===== config.mk =====
export PLATFORM = sky130hd
export DESIGN_NAME = murmur64a_stream_hash_core
export DESIGN_NICKNAME = d
export VERILOG_FILES = /design/src/hdl/m64sh_pkg.sv /design/src/hdl/m64sh_front.sv /design/src/hdl/m64sh_fifo.sv /design/src/hdl/m64sh_back.sv /design/src/hdl/murmur64a_stream_hash_core.sv
export SDC_FILE = /design/constraint.sdc
export NUM_CORES = 2
export LEC_CHECK = 0
export BUFFER_PORTS_ARGS = -buffer_cell sky130_fd_sc_hd__buf_2
export CAP_MARGIN = 20
export CORE_MARGIN = 4
export CORE_UTILIZATION = 55
export DETAILED_ROUTE_END_ITERATION = 10
export GPL_TIMING_DRIVEN = 0
export MAX_ROUTING_LAYER = met4
export PLACE_DENSITY = 0.78
export SLEW_MARGIN = 20
export SYNTH_ARGS = -nofsm -noshare
export SYNTH_HDL_FRONTEND = slang
export SYNTH_SLANG_ARGS = --single-unit

===== constraint.sdc =====
create_clock -name clk -period 15.1 [get_ports clk]
set_clock_uncertainty 0.2 [all_clocks]
set_input_delay 0 -clock clk [delete_from_list [all_inputs] [get_ports clk]]
set_output_delay 0 -clock clk [all_outputs]
set_load 0.01 [all_outputs]

===== src/hdl/m64sh_pkg.sv =====
// Shared types, constants and helper functions for the streaming MurmurHash64A core.
// Depends on nothing; every other file in hdl/ imports this package.
package m64sh_pkg;

    localparam int          LENGTH_BITS = 32;
    localparam int          LEN_W       = (LENGTH_BITS < 32) ? LENGTH_BITS : 32;
    localparam logic [63:0] MULT        = 64'hc6a4a7935bd1e995;
    localparam logic [63:0] SEED        = 64'h00000000e17a1465;
    localparam int          SHIFT       = 47;
    localparam int          FIFO_DEPTH  = 4;
    localparam int          PTR_W       = $clog2(FIFO_DEPTH);
    localparam int          CNT_W       = $clog2(FIFO_DEPTH + 1);

    typedef struct packed {
        logic [63:0] word;
        logic        first;
        logic        last;
        logic [31:0] byte_length;
        logic [63:0] prior_hash;
    } m64sh_in_t;

    typedef struct packed {
        logic [63:0] hash;
        logic        count_error;
    } m64sh_out_t;

    typedef enum logic [1:0] {
        OP_NONE,
        OP_FULL,
        OP_PART
    } m64sh_op_t;

    typedef struct packed {
        logic             init;
        logic [LEN_W-1:0] len;
        logic [63:0]      prior;
        m64sh_op_t        op;
        logic [63:0]      data;
        logic             last;
        logic             err;
    } m64sh_cmd_t;

    typedef enum logic [3:0] {
        ST_IDLE,
        ST_INIT_PP,
        ST_INIT_SUM,
        ST_K1_PP,
        ST_K1_SUM,
        ST_K2_PP,
        ST_K2_SUM,
        ST_H_PP,
        ST_H_SUM,
        ST_FIN_PP,
        ST_FIN_SUM
    } m64sh_state_t;

    function automatic logic [63:0] byte_mask(input logic [2:0] n);
        return (64'h1 << {n, 3'b000}) - 64'h1;
    endfunction

    function automatic logic [63:0] xor_shift(input logic [63:0] v);
        return v ^ (v >> SHIFT);
    endfunction

endpackage


===== src/hdl/m64sh_front.sv =====
// Front part: accepts input beats, tracks the remaining length and count errors,
// and turns each beat into a command for the back part. Depends on m64sh_pkg.
module m64sh_front
    import m64sh_pkg::*;
(
    input  logic       clk,
    input  logic       rst_n,
    input  logic       in_valid,
    output logic       in_ready,
    input  m64sh_in_t  in_data,
    input  logic       full,
    output logic       push,
    output m64sh_cmd_t cmd
);

    logic [LEN_W-1:0] bytes_left_reg;
    logic [LEN_W-1:0] bytes_left_next;
    logic             mismatch_reg;
    logic             mismatch_next;
    logic             accept;
    logic [LEN_W-1:0] len;
    logic [LEN_W-1:0] bl;
    logic             mm;
    logic             empty_start;

    assign in_ready = !full;
    assign accept   = in_valid && in_ready;
    assign len      = in_data.byte_length[LEN_W-1:0];

    always_comb
    begin
        bl          = in_data.first ? len : bytes_left_reg;
        mm          = in_data.first ? 1'b0 : mismatch_reg;
        empty_start = in_data.first && (len == '0);
        cmd.init    = in_data.first;
        cmd.len     = len;
        cmd.prior   = in_data.prior_hash;
        cmd.last    = in_data.last;
        cmd.op      = OP_NONE;
        cmd.data    = in_data.word;
        if (bl[LEN_W-1:3] != '0)
        begin
            cmd.op = OP_FULL;
            bl     = bl - LEN_W'(8);
        end
        else if (bl != '0)
        begin
            cmd.op   = OP_PART;
            cmd.data = in_data.word & byte_mask(bl[2:0]);
            bl       = '0;
        end
        else if (!empty_start)
        begin
            mm = 1'b1;
        end
        cmd.err = mm || (bl != '0);
        if (in_data.last)
        begin
            bl = '0;
            mm = 1'b0;
        end
        push            = accept && (in_data.first || in_data.last || cmd.op != OP_NONE);
        bytes_left_next = accept ? bl : bytes_left_reg;
        mismatch_next   = accept ? mm : mismatch_reg;
    end

    always_ff @(posedge clk or negedge rst_n)
    begin
        if (!rst_n)
        begin
            bytes_left_reg <= '0;
            mismatch_reg   <= 1'b0;
        end
        else
        begin
            bytes_left_reg <= bytes_left_next;
            mismatch_reg   <= mismatch_next;
        end
    end

`ifndef NO_ASSERTIONS
    a_last_clears_count: assert property (@(posedge clk) disable iff (!rst_n)
        (accept && in_data.last) |=> (bytes_left_reg == '0 && !mismatch_reg))
        else $error("length tracking not cleared after a last beat");
    a_full_word_consumes: assert property (@(posedge clk) disable iff (!rst_n)
        (accept && !in_data.first && cmd.op == OP_FULL && !in_data.last)
        |=> (bytes_left_reg == $past(bytes_left_reg) - LEN_W'(8)))
        else $error("full word did not consume eight bytes");
`endif

endmodule


===== src/hdl/m64sh_fifo.sv =====
// Short command queue between the front and back parts.
// Depends on m64sh_pkg for the command type and depth.
module m64sh_fifo
    import m64sh_pkg::*;
(
    input  logic       clk,
    input  logic       rst_n,
    input  logic       push,
    input  m64sh_cmd_t push_data,
    input  logic       pop,
    output m64sh_cmd_t head,
    output logic       full,
    output logic       empty
);

    m64sh_cmd_t       mem_reg [FIFO_DEPTH];
    logic [PTR_W-1:0] wr_reg;
    logic [PTR_W-1:0] wr_next;
    logic [PTR_W-1:0] rd_reg;
    logic [PTR_W-1:0] rd_next;
    logic [CNT_W-1:0] count_reg;
    logic [CNT_W-1:0] count_next;
    logic             do_push;
    logic             do_pop;

    assign full    = (count_reg == CNT_W'(FIFO_DEPTH));
    assign empty   = (count_reg == '0);
    assign do_push = push && !full;
    assign do_pop  = pop && !empty;
    assign head    = mem_reg[rd_reg];

    always_comb
    begin
        wr_next    = wr_reg;
        rd_next    = rd_reg;
        count_next = count_reg;
        if (do_push)
        begin
            wr_next = (wr_reg == PTR_W'(FIFO_DEPTH - 1)) ? '0 : wr_reg + PTR_W'(1);
        end
        if (do_pop)
        begin
            rd_next = (rd_reg == PTR_W'(FIFO_DEPTH - 1)) ? '0 : rd_reg + PTR_W'(1);
        end
        if (do_push && !do_pop)
        begin
            count_next = count_reg + CNT_W'(1);
        end
        else if (do_pop && !do_push)
        begin
            count_next = count_reg - CNT_W'(1);
        end
    end

    always_ff @(posedge clk)
    begin
        if (do_push)
        begin
            mem_reg[wr_reg] <= push_data;
        end
    end

    always_ff @(posedge clk or negedge rst_n)
    begin
        if (!rst_n)
        begin
            wr_reg    <= '0;
            rd_reg    <= '0;
            count_reg <= '0;
        end
        else
        begin
            wr_reg    <= wr_next;
            rd_reg    <= rd_next;
            count_reg <= count_next;
        end
    end

`ifndef NO_ASSERTIONS
    a_no_overflow: assert property (@(posedge clk) disable iff (!rst_n)
        push |-> !full)
        else $error("command pushed into a full queue");
`endif

endmodule


===== src/hdl/m64sh_back.sv =====
// Back part: runs commands through one shared 64-bit multiplier (partial products, then sum)
// and holds the result beat. Depends on m64sh_pkg.
module m64sh_back
    import m64sh_pkg::*;
(
    input  logic       clk,
    input  logic       rst_n,
    input  logic       empty,
    input  m64sh_cmd_t head,
    output logic       pop,
    output logic       out_valid,
    input  logic       out_ready,
    output m64sh_out_t out_data
);

    m64sh_state_t state_reg;
    m64sh_state_t state_next;
    m64sh_state_t disp_state;
    m64sh_cmd_t   cmd_reg;
    m64sh_cmd_t   cmd_next;
    m64sh_cmd_t   cur;
    logic [63:0]  h_reg;
    logic [63:0]  h_next;
    logic [63:0]  k_reg;
    logic [63:0]  k_next;
    logic [63:0]  prior_reg;
    logic [63:0]  prior_next;
    logic         ov_reg;
    logic         ov_next;
    m64sh_out_t   out_reg;
    m64sh_out_t   out_next;
    logic [63:0]  h_base;
    logic [63:0]  disp_h;
    logic [63:0]  operand;
    logic [63:0]  pp0_reg;
    logic [31:0]  pp1_reg;
    logic [31:0]  pp2_reg;
    logic [63:0]  prod;

    assign out_valid = ov_reg;
    assign out_data  = out_reg;
    assign prod      = pp0_reg + {pp1_reg + pp2_reg, 32'h0};

    always_comb
    begin
        case (state_reg)
            ST_INIT_PP, ST_INIT_SUM: operand = 64'(cmd_reg.len);
            ST_K1_PP, ST_K1_SUM:     operand = cmd_reg.data;
            ST_K2_PP, ST_K2_SUM:     operand = k_reg;
            ST_H_PP, ST_H_SUM:       operand = h_reg;
            ST_FIN_PP, ST_FIN_SUM:   operand = xor_shift(h_reg);
            default:                 operand = h_reg;
        endcase
    end

    always_ff @(posedge clk)
    begin
        pp0_reg <= 64'(operand[31:0]) * 64'(MULT[31:0]);
        pp1_reg <= operand[63:32] * MULT[31:0];
        pp2_reg <= operand[31:0] * MULT[63:32];
    end

    always_comb
    begin
        cur    = (state_reg == ST_IDLE) ? head : cmd_reg;
        h_base = (state_reg == ST_INIT_SUM) ? (SEED ^ prod) : h_reg;
        case (cur.op)
            OP_FULL:
            begin
                disp_state = ST_K1_PP;
                disp_h     = h_base;
            end
            OP_PART:
            begin
                disp_state = ST_H_PP;
                disp_h     = h_base ^ cur.data;
            end
            default:
            begin
                disp_state = cur.last ? ST_FIN_PP : ST_IDLE;
                disp_h     = h_base;
            end
        endcase
    end

    always_comb
    begin
        state_next = state_reg;
        cmd_next   = cmd_reg;
        h_next     = h_reg;
        k_next     = k_reg;
        prior_next = prior_reg;
        ov_next    = ov_reg && !out_ready;
        out_next   = out_reg;
        pop        = 1'b0;
        case (state_reg)
            ST_IDLE:
            begin
                if (!empty)
                begin
                    pop      = 1'b1;
                    cmd_next = head;
                    if (head.init)
                    begin
                        prior_next = head.prior;
                        state_next = ST_INIT_PP;
                    end
                    else
                    begin
                        state_next = disp_state;
                        h_next     = disp_h;
                    end
                end
            end
            ST_INIT_PP: state_next = ST_INIT_SUM;
            ST_INIT_SUM:
            begin
                state_next = disp_state;
                h_next     = disp_h;
            end
            ST_K1_PP: state_next = ST_K1_SUM;
            ST_K1_SUM:
            begin
                k_next     = xor_shift(prod);
                state_next = ST_K2_PP;
            end
            ST_K2_PP: state_next = ST_K2_SUM;
            ST_K2_SUM:
            begin
                h_next     = h_reg ^ prod;
                state_next = ST_H_PP;
            end
            ST_H_PP: state_next = ST_H_SUM;
            ST_H_SUM:
            begin
                h_next     = prod;
                state_next = cmd_reg.last ? ST_FIN_PP : ST_IDLE;
            end
            ST_FIN_PP: state_next = ST_FIN_SUM;
            ST_FIN_SUM:
            begin
                if (!ov_reg || out_ready)
                begin
                    out_next.hash        = xor_shift(prod) ^ prior_reg;
                    out_next.count_error = cmd_reg.err;
                    ov_next              = 1'b1;
                    state_next           = ST_IDLE;
                end
            end
            default: state_next = ST_IDLE;
        endcase
    end

    always_ff @(posedge clk)
    begin
        cmd_reg <= cmd_next;
        k_reg   <= k_next;
        out_reg <= out_next;
    end

    always_ff @(posedge clk or negedge rst_n)
    begin
        if (!rst_n)
        begin
            state_reg <= ST_IDLE;
            h_reg     <= '0;
            prior_reg <= '0;
            ov_reg    <= 1'b0;
        end
        else
        begin
            state_reg <= state_next;
            h_reg     <= h_next;
            prior_reg <= prior_next;
            ov_reg    <= ov_next;
        end
    end

`ifndef NO_ASSERTIONS
    a_result_loaded: assert property (@(posedge clk) disable iff (!rst_n)
        (state_reg == ST_FIN_SUM && (!ov_reg || out_ready)) |=> (ov_reg && state_reg == ST_IDLE))
        else $error("finalized hash not loaded into the output register");
    a_pop_only_idle: assert property (@(posedge clk) disable iff (!rst_n)
        pop |-> (state_reg == ST_IDLE && !empty))
        else $error("command popped while the datapath was busy");
`endif

endmodule


===== src/hdl/murmur64a_stream_hash_core.sv =====
// Streaming MurmurHash64A core: top level joining front part, command queue and back part.
// Depends on m64sh_pkg, m64sh_front, m64sh_fifo and m64sh_back.
//
// Usage: the input channel (in_valid, in_ready, in_data) takes one little-endian 64-bit
// word per beat. The first beat of a string carries the byte length and the prior hash;
// an empty string is one beat marked both first and last. Only a beat marked last yields
// an output beat (out_valid, out_ready, out_data) with the hash and a count error flag.
// The front part takes a beat in the cycle it is offered as long as the four-entry command
// queue has room. The back part owns one 64-bit multiplier built from 32-bit partial
// products and runs one command at a time: a dispatch step, plus a length multiply on a
// first word, three chained multiplies for a full word, one for a partial word and one
// for the finalizer. Words beyond the length that are not first or last never reach
// the back part, since the front part does not push them into the queue.
// Reset clears the length tracking, the running hash, the held prior hash and the queue.
// When the receiver stalls, the result waits in the output register; the back part stalls
// only when a second result is ready, and the queue then holds up to four commands.
module murmur64a_stream_hash_core
    import m64sh_pkg::*;
(
    input  logic       clk,
    input  logic       rst_n,
    input  logic       in_valid,
    output logic       in_ready,
    input  m64sh_in_t  in_data,
    output logic       out_valid,
    input  logic       out_ready,
    output m64sh_out_t out_data
);

    m64sh_cmd_t push_cmd;
    m64sh_cmd_t head_cmd;
    logic       push;
    logic       pop;
    logic       full;
    logic       empty;

    m64sh_front u_front (
        .clk      (clk),
        .rst_n    (rst_n),
        .in_valid (in_valid),
        .in_ready (in_ready),
        .in_data  (in_data),
        .full     (full),
        .push     (push),
        .cmd      (push_cmd)
    );

    m64sh_fifo u_fifo (
        .clk       (clk),
        .rst_n     (rst_n),
        .push      (push),
        .push_data (push_cmd),
        .pop       (pop),
        .head      (head_cmd),
        .full      (full),
        .empty     (empty)
    );

    m64sh_back u_back (
        .clk       (clk),
        .rst_n     (rst_n),
        .empty     (empty),
        .head      (head_cmd),
        .pop       (pop),
        .out_valid (out_valid),
        .out_ready (out_ready),
        .out_data  (out_data)
    );

endmodule


==> summary.md <==
| Metric | Value |
|---|---|
| Worst setup SP type | register |
| Leading cell type in the layout, fill and taps excluded | inv_1 |
| Syn avg cell area | approximately 12 sq um |
| Status | finished clean |
| Row Count | between 100 and 150 |
| Worst Tran Pin Value | ~1300 ps |
| Nets@finish | 9,594 |
| Min Hold Slack | around 36 ps |
| Vias per inst | between 6 and 7 |
| Crit. End Element | register |
| Final hold vios | 0 |
| R2R Path End | u_back.pp0_reg[56] |
| Top FF cell, synth | edfxtp_1 |
| Vias in the first global route | between 60,000 and 70,000 |
| Detailed Route WL | approximately 280,000 microns |
| Setup TNS | 0 ps |
| Seq. cell area | around 34,000 sq um |
| Relative slew slack | roughly an eighth |
| Clock Latency Late Sink | approximately 800 ps |
| Clock Sinks | roughly 1,200 |
| Area taken by multi-input logic gates | around 47,000 sq um |
| Post-CTS Setup Repair Bufs | 0 |
| WP data required | 15,530 ps |
| Register bit total from synthesis | approximately 1,200 |
| Critical path's largest stage delay | about 900 ps |
| Core ar. | 155,000 sq um |
| Max clock buf depth | 3 |
| Worst min-delay path class | in2reg |
| Crit path to | u_back.pp0_reg[56] |
| Synth Instances | about 7,100 |
| Drt drc | 0 |
| Register-to-Register Setup Slack | approximately 1800 ps |
| Cts bufs inserted | between 100 and 150 |
| Min cycle time layout | 13,310 ps |
| Final setup vio count | 0 |
| Final worst-path cycle share | roughly 90% |
| Area Overhead vs Synth | 14.0% |
| Area after DPL | 90,500 sq um |
| Critical path class | reg2reg |
| HPWL Detailed | 208,000 microns |
| Synth Cell Area | 85,900 sq um |
| Fill count | ~12,000 |
| Fraction of layout cells with a size suffix above 1 | between 10% and 20% |
| Yosys warns | 0 |
| Fin area | approximately 98,000 sq um |
| Fin. max-slew vios | 0 |
| First-pass GRT wire length | between 400,000 and 500,000 microns |
| Commonest non-fill, non-tap cells in the layout | 1,330 x inv_1, 889 x edfxtp_1, 882 x ha_1 |
| Worst-path clk slew | about 70 ps |
| CP dominant cell by count | inv_1 |
| I/O Buffers | 232 |
| I/O Pins | roughly 230 |
| DRT antenna net count | 0 |
| Max-Cap Viols | 0 |
| Initial antenna violation count | 20 |
| Root Driver | clkbuf_16 |
| RR Startpoint | u_back.state_reg[3] |
| Die ar. | approximately 160,000 sq um |
| Wire per inst | about 29 microns |
| Yosys cell types | roughly 110 |
| Die Y | 403 microns |
| Via count | around 60,000 |
| Largest net degree at the start of global routing | 74 |
| CTS tree | done |
| GRT Total Usage | 36.4% |
| Peak Freq | roughly 75 MHz |
| R2R depth | 37 |
| Post-Syn Nets | roughly 9,000 |
| Initial Util | 55.6% |
| Max reg flops | 660 |
| Asr flop ratio synth | 14.6% |
| Crit-path max FO | 13 |
| Initial DRC Count | about 7,000 |
| Slowest-stage cell, CP | buf_1 |
| Share of the yosys chip area belonging to registers | around 39% |
| Routability cong. | roughly 1.0 |
| CTS H-tree lvls | 3 |
| Worst Setup SP | u_back.state_reg[3] |
| Post-synth EDFFs | ~890 |
| First-pass DRT Iterations | 10 |
| RSZ-0062 raised after global routing | no |
| Die Wd | between 400 and 500 microns |
| Data arrival time of the worst path | approximately 14,000 ps |
| GRT overflow | 0 |
==> metrics by stage <==
step	setup WS (ps)	utilization, %	cells
CTS	2210	63.3	9925
floorplan	5970	-	7074
detailed placement	2280	58.6	9390
global placement	1540	58.0	9350
finish	1790	63.4	9953
global route	1610	63.4	9951
==> worst max-delay path, delay by kind of cell (launching register included) <==
| family | cells | cell delay, ps |
|---|---|---|
| buffers and inverters | 14 | 4210 |
| adders and majority gates | 9 | 4140 |
| AOI/OAI and AO/OA | 8 | 2330 |
| and+or+nand+nor | 5 | 1620 |
| DFF | 1 | 430 |
| xor gates and xnor gates | 1 | 140 |
==> routing by layer <==
layer / vias to the layer above / routed length (microns) / global-route usage [%]
met3: 938 / 26200 / 7.99
met1: 30200 / 107000 / 44.8
met4: 0 / 18900 / 19.4
li1: 25700 / - / -
met5: - / 0 / -
met2: 3457 / 133000 / 56.7
==> final cells by class <==
cell class,count,area share [%]
Clock buffer,157,3.27
Tap cell,2044,2.61
Buffer,197,0.850
Multi-Input combinational cell,4357,47.7
Inverter,1332,5.11
Antenna cell,22,0.0562
Timing Repair Buffer,585,5.13
Sequential cell,1188,34.3
Clock inverter,71,1.02
==> how the worst min path moves through the flow <==
stage,to,cells past startpoint,start
global placement,u_fifo.mem_reg[1][81],1,in_data[13]
global route,u_fifo.mem_reg[3][58],3,in_data[154]
CTS,u_fifo.mem_reg[2][147],2,in_data[79]
detailed placement,u_back.prior_reg[1],1,rst_n
finish,u_fifo.mem_reg[3][58],3,in_data[154]
floorplan,u_back.h_reg[0],0,rst_n
==> synth_stat cells, types with 19 or more instances <==
| cell | count | area, sq um |
|---|---|---|
| a211oi_1 | 25 | 188 |
| a21boi_0 | 43 | 323 |
| a21o_1 | 69 | 518 |
| a21oi_1 | 230 | 1150 |
| a221o_1 | 29 | 290 |
| a222oi_1 | 45 | 450 |
| a22o_1 | 31 | 272 |
| a22oi_1 | 52 | 390 |
| a31oi_1 | 38 | 238 |
| and2_1 | 30 | 188 |
| buf_2 | 33 | 165 |
| clkbuf_1 | 138 | 518 |
| dfrtp_1 | 173 | 4330 |
| dfxtp_1 | 126 | 2520 |
| edfxtp_1 | 889 | 26700 |
| fa_1 | 765 | 15300 |
| ha_1 | 882 | 11000 |
| inv_1 | 1330 | 4990 |
| mux2_2 | 70 | 788 |
| mux2i_1 | 48 | 480 |
| mux4_2 | 165 | 3720 |
| nand2_1 | 365 | 1370 |
| nand2b_1 | 27 | 169 |
| nand3_1 | 44 | 220 |
| nand4_1 | 29 | 181 |
| nor2_1 | 212 | 796 |
| nor2b_1 | 68 | 425 |
| nor3_1 | 58 | 290 |
| nor3b_1 | 19 | 143 |
| o211ai_1 | 21 | 158 |
| o21a_1 | 40 | 300 |
| o21ai_0 | 311 | 1560 |
| o21bai_1 | 32 | 240 |
| o31ai_1 | 25 | 188 |
| xnor2_1 | 218 | 1910 |
| xor2_1 | 160 | 1400 |
==> timing repair <==
action	CTS	global route
hold buffers	307	0
endpoints found under the hold margin	870	0
resized for setup	0	0
==> cells by family (layout without fill, tap and decap cells) <==
logic type,Yosys count,count (layout),synth area share [%]
adder cells (fa/ha/maj),1647,1647,30.7
multiplexers,284,284,5.83
AO/OA/AOI/OAI,1102,1102,8.55
XOR/XNOR,386,386,4.02
buffers and inverters,1529,2342,6.79
flip-flops,1188,1188,39.0
AND/OR/NAND/NOR,938,938,5.12
other,0,22,0
Power is left out: the tool's default activity adds up to more than one toggle a clock period on the data nets, which glitch-free logic cannot reach.
